[src/hw/rtl/dgc_pkg.sv]
// ----------------------------------------------------------------------------
// dgc_pkg
// Shared types, constants and constant functions for the divergence gain core.
// ----------------------------------------------------------------------------
package dgc_pkg;

  localparam int MAX_TRACE_SAMPLES = 65536;
  localparam int FRAC_BITS         = 16;
  localparam int MANT_SHIFT        = 30;
  localparam int LOG2_1E6_Q16      = 1306235;

  localparam logic [15:0] INTERVAL_RESET = 16'd4000;
  localparam logic [15:0] EXPONENT_RESET = 16'd8192;

  // register indexes on the configuration port
  localparam logic [1:0] REG_MODE     = 2'd0;
  localparam logic [1:0] REG_INTERVAL = 2'd1;
  localparam logic [1:0] REG_EXPONENT = 2'd2;

  typedef struct packed {
    logic signed [31:0] sample;
    logic [15:0]        sample_index;
  } in_item_t;

  typedef struct packed {
    logic signed [31:0] scaled_sample;
    logic               saturated;
  } out_item_t;

  // per-item data that rides along the pipeline
  typedef struct packed {
    logic [31:0] mag;
    logic        neg;
    logic        zero;
    logic        pass;
    logic        mode;
    logic [15:0] expo;
  } side_t;

  // bitwise integer square root, used at elaboration only
  function automatic logic [63:0] isqrt64(logic [63:0] v);
    logic [63:0] res;
    logic [63:0] bitv;
    logic [63:0] rem;
    res  = 64'd0;
    bitv = 64'd1 << 62;
    rem  = v;
    for (int j = 0; j < 32; j++) begin
      if (rem >= res + bitv) begin
        rem = rem - (res + bitv);
        res = (res >> 1) + bitv;
      end else begin
        res = res >> 1;
      end
      bitv = bitv >> 2;
    end
    return res;
  endfunction

  // Q30 root constant floor(2^(2^-i) * 2^30), i from 1
  function automatic logic [30:0] root_const(int i);
    logic [63:0] c;
    c = isqrt64(64'd2 << 60);
    for (int j = 1; j < i; j++) begin
      c = isqrt64(c << MANT_SHIFT);
    end
    return c[30:0];
  endfunction

endpackage

[src/hw/rtl/dgc_scale.sv]
// ----------------------------------------------------------------------------
// dgc_scale
// Multiply the magnitude by 2^f, shift by k-30 with rounding, saturate and
// restore the sign.
// ----------------------------------------------------------------------------
module dgc_scale (
  input  logic               clk,
  input  logic               rst,
  input  logic               in_valid,
  input  logic signed [11:0] k,
  input  logic [30:0]        r,
  input  dgc_pkg::side_t     in_side,
  output logic               out_valid,
  output dgc_pkg::out_item_t out_item
);
  import dgc_pkg::*;

  logic               valid_p;
  logic [62:0]        prod_p;
  logic signed [12:0] sh_p;
  side_t              side_p;

  logic               valid_s;
  logic [63:0]        val_s;
  logic               sat_s;
  side_t              side_s;

  logic [31:0]        lim;
  logic [12:0]        rsh;
  logic [63:0]        val_next;
  logic               sat_next;

  logic [31:0]        lim_s;
  logic [31:0]        res;
  logic               sat_o;

  // multiply magnitude by the fractional gain
  always_ff @(posedge clk) begin
    if (rst) valid_p <= 1'b0;
    else     valid_p <= in_valid;
    prod_p <= 63'(in_side.mag) * 63'(r);
    sh_p   <= 13'(k) - 13'sd30;
    side_p <= in_side;
  end

  // shift left with overflow check, or right with round half away from zero
  assign lim = side_p.neg ? 32'h8000_0000 : 32'h7FFF_FFFF;
  assign rsh = 13'(-sh_p);

  always_comb begin
    val_next = 64'd0;
    sat_next = 1'b0;
    if (prod_p == 63'd0) begin
      val_next = 64'd0;
    end else if (sh_p >= 13'sd0) begin
      if (sh_p >= 13'sd34) begin
        sat_next = 1'b1;
      end else begin
        sat_next = 64'(prod_p) > (64'(lim) >> sh_p[5:0]);
        val_next = 64'(prod_p) << sh_p[5:0];
      end
    end else if (rsh >= 13'd63) begin
      val_next = 64'd0;
    end else begin
      val_next = (64'(prod_p) + (64'd1 << (rsh[5:0] - 6'd1))) >> rsh[5:0];
    end
  end

  always_ff @(posedge clk) begin
    if (rst) valid_s <= 1'b0;
    else     valid_s <= valid_p;
    val_s  <= val_next;
    sat_s  <= sat_next;
    side_s <= side_p;
  end

  // clip and restore the sign
  assign lim_s = side_s.neg ? 32'h8000_0000 : 32'h7FFF_FFFF;

  always_comb begin
    res   = val_s[31:0];
    sat_o = 1'b0;
    if (side_s.pass) begin
      res = side_s.mag;
    end else if (side_s.zero) begin
      res = 32'd0;
    end else if (sat_s || val_s > 64'(lim_s)) begin
      res   = lim_s;
      sat_o = 1'b1;
    end
  end

  always_ff @(posedge clk) begin
    if (rst) out_valid <= 1'b0;
    else     out_valid <= valid_s;
    out_item.scaled_sample <= side_s.neg ? -res : res;
    out_item.saturated     <= sat_o;
  end

endmodule

[config.mk]
export PLATFORM = sky130hd
export DESIGN_NAME = dgc_scale
export DESIGN_NICKNAME = d
export VERILOG_FILES = /design/src/hw/rtl/dgc_pkg.sv /design/src/hw/rtl/dgc_scale.sv
export SDC_FILE = /design/constraint.sdc
export NUM_CORES = 2
export LEC_CHECK = 0
export BUFFER_PORTS_ARGS = -buffer_cell sky130_fd_sc_hd__buf_2
export CORE_AREA = 2 2 319 321
export CTS_BUF_LIST = sky130_fd_sc_hd__clkbuf_8
export DETAILED_ROUTE_END_ITERATION = 7
export DIE_AREA = 0 0 321 323
export HOLD_SLACK_MARGIN = 0.1
export PLACE_DENSITY = 0.71
export SYNTH_ARGS = -nofsm -noshare
export SYNTH_HDL_FRONTEND = slang
export SYNTH_SLANG_ARGS = --single-unit
[constraint.sdc]
create_clock -name clk -period 8.8 [get_ports clk]
set_input_delay 0.44 -clock clk [delete_from_list [all_inputs] [get_ports clk]]
set_output_delay 0.44 -clock clk [all_outputs]
set_load 0.01 [all_outputs]
### Word-level counts from Yosys, hierarchy flattened

Index checks and enable logic that the tools add are counted.

* bits in registers: 247
* output and inout bits: 34
* word-level logic and storage cells: 48

* add/sub/neg operators: 5
* multipliers: 1
* magnitude comparators: 5
* shift operators: 4
* multiplexer cells: 11
* bitwise operators: 1
* reductions and logical operators: 4

Operators with widths (number)
* $mux W32: 6
* $mux W64: 3
* $add A63 B64 Y64: 1
* $gt A63 B64 Y1: 1
* $gt A64 B32 Y1: 1
* $shl A1 B6 Y64 const A: 1
* $shl A63 B6 Y64: 1
* $shr A32 B6 Y64: 1
* $shr A64 B6 Y64: 1
* $logic_not A63 Y1: 1
* $mul A32 B31 Y63: 1
* $neg A32 Y32: 1
* $ge A13 B1 Y1 const B: 1
* $ge A13 B6 Y1 const B: 1
* $ge A13 B7 Y1 const B: 1
* $neg A13 Y13: 1
* $sub A12 B6 Y13 const B: 1
* $sub A6 B1 Y6 const B: 1
* $reduce_or A2 Y1: 2
* $mux W1: 2
* $logic_or A1 B1 Y1: 1
* $not A1 Y1: 1

### Depth between registers and ports, before layout

* word-level depth: 8
* gate-level depth with buffers: 32
* depth with buffers taken out: 29

### Worst setup path before layout

Ideal clock, no wire load.

* path type: input to register
* start point: input port r[8]
* end point: register prod_p[59]
* setup time: 72 ps
* data arrival time: 7647 ps
* setup slack: 1081 ps
* stages: 26
* buffers on the path: 1
* cells stage by stage: clkbuf_1 and2_1 fa_1 fa_1 inv_1 fa_1 fa_1 inv_1 fa_1 fa_1 fa_1 fa_1 ha_1 a21o_1 a21o_1 a21oi_1 or3b_2 nor3_1 nor3_1 nor3_1 o31ai_1 a221oi_1 o21ai_1 a21o_1 a21oi_1 xnor2_1

* longest elaborated chain between the ends: 1

Ends and longest elaborated chain
* from (decl): line dgc_scale.sv:11 `input logic [30:0] r,`
* $mul A32 B31 Y63: line dgc_scale.sv:41 `prod_p <= 63'(in_side.mag) * 63'(r);`
* to (signal assigned): line dgc_scale.sv:41
* to (decl): line dgc_scale.sv:19 `logic [62:0] prod_p;`

No other way between the ends.
A chain may end at the register's enable or synchronous reset.

### Worst setup path in the final report

* start point: register sh_p[0]
* end point: register val_s[2]

* longest elaborated chain between the ends: 7
* elaborated cells between the ends (all ways): 12

Ends and longest elaborated chain
* from (decl): line dgc_scale.sv:20 `logic signed [12:0] sh_p;`
* from (signal assigned): line dgc_scale.sv:42 `sh_p <= 13'(k) - 13'sd30;`
* $neg A13 Y13: line dgc_scale.sv:48 `assign rsh = 13'(-sh_p);`
* $sub A6 B1 Y6: line dgc_scale.sv:65 `val_next = (64'(prod_p) + (64'd1 << (rsh[5:0] - 6'd1))) >> rsh[5:0];`
* $shl A1 B6 Y64: line dgc_scale.sv:65
* $add A63 B64 Y64: line dgc_scale.sv:65
* $shr A64 B6 Y64: line dgc_scale.sv:65
* $mux W64: line dgc_scale.sv:62 `end else if (rsh >= 13'd63) begin`
* $mux W64 (*): line dgc_scale.sv:55 `end else if (sh_p >= 13'sd0) begin`
* to (signal assigned): line dgc_scale.sv:72 `val_s <= val_next;`
* to (decl): line dgc_scale.sv:24 `logic [63:0] val_s;`

Mark *: on every way between the ends. The rest lies on a longest branch, timed or not.

==> impl_metrics.tcl <==
set metrics [dict create \
    status "finished clean" \
    cts-root-buf "clkbuf_8" \
    die_w_um 321 \
    drv_cap 0 \
    setup_viol 0 \
    start_util_pct 54.3 \
    min_period_ns 8.29 \
    timing.setup.tns_ns 0 \
    grt_max_degree 82 \
    design.die.area_um2 104000 \
    first_pass_iters 7 \
    endpoint_kind "register" \
    cts_tree "built" \
    row_count 117 \
    hpwlAfterDp_um 151000 \
    ff2ff_setup_slack_ns 0.51 \
    wl_per_cell_um 23.4 \
    path_clk_slew_ns 0.09 \
    path_class "reg2reg" \
    slew_viol_final 0 \
    htree_levels 2 \
    viasPerCell 6.12 \
    start_kind "register" \
    syn_area_um2 54700 \
    clockBufferDepth 3 \
    slew_headroom_pct 17.7 \
    synth_cells 6524 \
    hold_viol_final 0 \
    grt_pass1_vias 47200 \
    grt.total_usage_pct 35.2 \
    antenna_found_initial 13 \
    ys_seq_area_share_pct 9.05 \
    ioPinCount 132 \
    insertion_delay_ns 0.65 \
    layout_commonest_cell "fa_1" \
    ys_warn_count 0 \
    fmax_mhz 121 \
    cp_max_fo 14 \
    gp_congestion 1.06 \
    r2r_start "sh_p[0]" \
    avgSynthCellArea_um2 8.38 \
    die_h_um 323 \
    routed_wl_um 183000 \
    ant_nets 0 \
    grt_pass1_wl_um 280000 \
    drt_iter0_drc 5221 \
    crit_required_ns 9.29 \
    synth_cell_types 104 \
    grt-ovfl-total 0 \
    ys.flop_type "dfxtp_1" \
    cts_buffers 41 \
    rsz0062_at_grt "false" \
    layout-drive-gt1-share_pct 8.48 \
    vias 47800 \
    synth_seq_cells 247 \
    async_flop_share_pct 0 \
    drc 0 \
    areaGrowthSynthToFinish_pct 5.65 \
    n_fill_cell 9234 \
    finClkSkew_ns 0.0619 \
    worst_pin_slew_ns 1.23 \
    cp-endpoint "val_s[2]" \
    nets 7818 \
    final_cell_mix "867 x fa_1, 861 x nand2_1, 845 x inv_1" \
    numPortBuffers 114 \
    cts_sinks 247 \
    synth_edf_count 0 \
    arrival_ns 8.78 \
    period_share_pct 94.2 \
    timing.rr.end "val_s[2]" \
    syn_nets 7881 \
    min_path_type "in2reg" \
    reg2reg_depth 25 \
    core_area_um2 101000 \
    crit_start "sh_p[0]" \
]
final cells by class:
cell class                 count  area, µm²  share of cell area (%)
clock inverter                27        225                   0.390
tap                         1309       1640                    2.84
antenna                        5       12.5                  0.0217
inverter                     840       3150                    5.46
multi-input combinational   5020      45000                    77.9
timing repair buffer         311       2090                    3.63
sequential                   247       4960                    8.58
clock buffer                  49        674                    1.17
synth_stat cells (all sizes together), types with 83 or more instances:
cell type / number / area (µm²)
a21oi: 289 / 1450
and2: 587 / 3670
buf: 83 / 382
clkbuf: 334 / 1250
dfxtp: 247 / 4940
fa: 867 / 17400
ha: 392 / 4900
inv: 839 / 3150
mux2i: 128 / 1280
nand2: 861 / 3230
nand3: 85 / 430
nor2: 376 / 1430
o21ai: 266 / 1340
xnor2: 99 / 875
logic make-up (layout without fill, tap and decap cells):
group / count (synthesis) / after routing / share of synthesized area [%]
other: 0 / 5 / 0
buffers and inverters: 1257 / 1227 / 8.76
adder cells (fa/ha/maj): 1259 / 1259 / 40.7
XOR/XNOR: 157 / 157 / 2.53
multiplexers: 236 / 236 / 5.72
AND/OR/NAND/NOR: 2281 / 2281 / 20.3
AO/OA/AOI/OAI: 1087 / 1087 / 12.9
flip-flops: 247 / 247 / 9.05
routing by layer:
metal  up-vias  routed length [µm]  global-route usage (%)
li1      21200                   -                       -
met1     23700               74800                    47.7
met2      2380               82200                    55.9
met3       439               17100                    6.48
met4        12                8430                    13.9
met5         -                  68                       0
worst min path at each step:
stage	end	depth (start not counted)	startpoint
4_1_cts	side_p[39]	1	in_side[39]
5_1_grt	side_p[39]	1	in_side[39]
2_1_floorplan	side_s[17]	0	side_p[17]
3_5_place_dp	side_s[25]	0	side_p[25]
3_3_place_gp	side_s[34]	0	side_p[34]
6_report	side_p[39]	1	in_side[39]
registers in the layout, summed over array words and instances (netlist names):
name,flops
val_s,64
prod_p,63
side_p,35
side_s,35
out_item,33
sh_p,13
out_valid,1
sat_s,1
valid_p,1
valid_s,1
critical path: stages (launching register included):
cell	delay (ns)
dfxtp_4	0.36
inv_2	0.09
ha_1	0.62
mux2_2	0.41
o31ai_1	0.27
a211oi_1	0.09
buf_4	0.20
nor2_1	0.20
nand2_1	0.29
nor2_1	0.20
ha_1	0.23
fa_1	0.26
a211oi_1	0.14
o21ai_0	0.35
nand4_1	0.27
a311oi_1	0.85
or2_2	0.31
a41oi_1	0.30
and2_1	0.31
mux2i_1	0.22
nand2_1	0.10
a31oi_2	0.59
mux2i_1	0.19
a222oi_1	0.83
o221ai_1	0.23
buf_4	0.20
timing repair:
action                                  4_1_cts  5_1_grt
setup buffers                                 0        0
hold endpoints to repair                     19        0
endpoints found under the setup margin        0        0
gates resized for setup                       0        0
hold buffers                                 18        0
stage by stage:
stage	worst slack, ns	hold WS, ns	std cells	cell area (µm²)	util [%]
2_1_floorplan	1.08	0.310	6524	54700	-
3_3_place_gp	0.153	0.310	7709	56700	56.2
3_5_place_dp	0.116	0.312	7709	56700	56.2
4_1_cts	0.736	0.155	7803	57700	57.3
5_1_grt	0.248	0.173	7805	57700	57.3
6_report	0.512	0.198	7808	57700	57.3
Power is not shown: default switching activity piles up to over one toggle a cycle in this logic, so the estimate is an artifact.
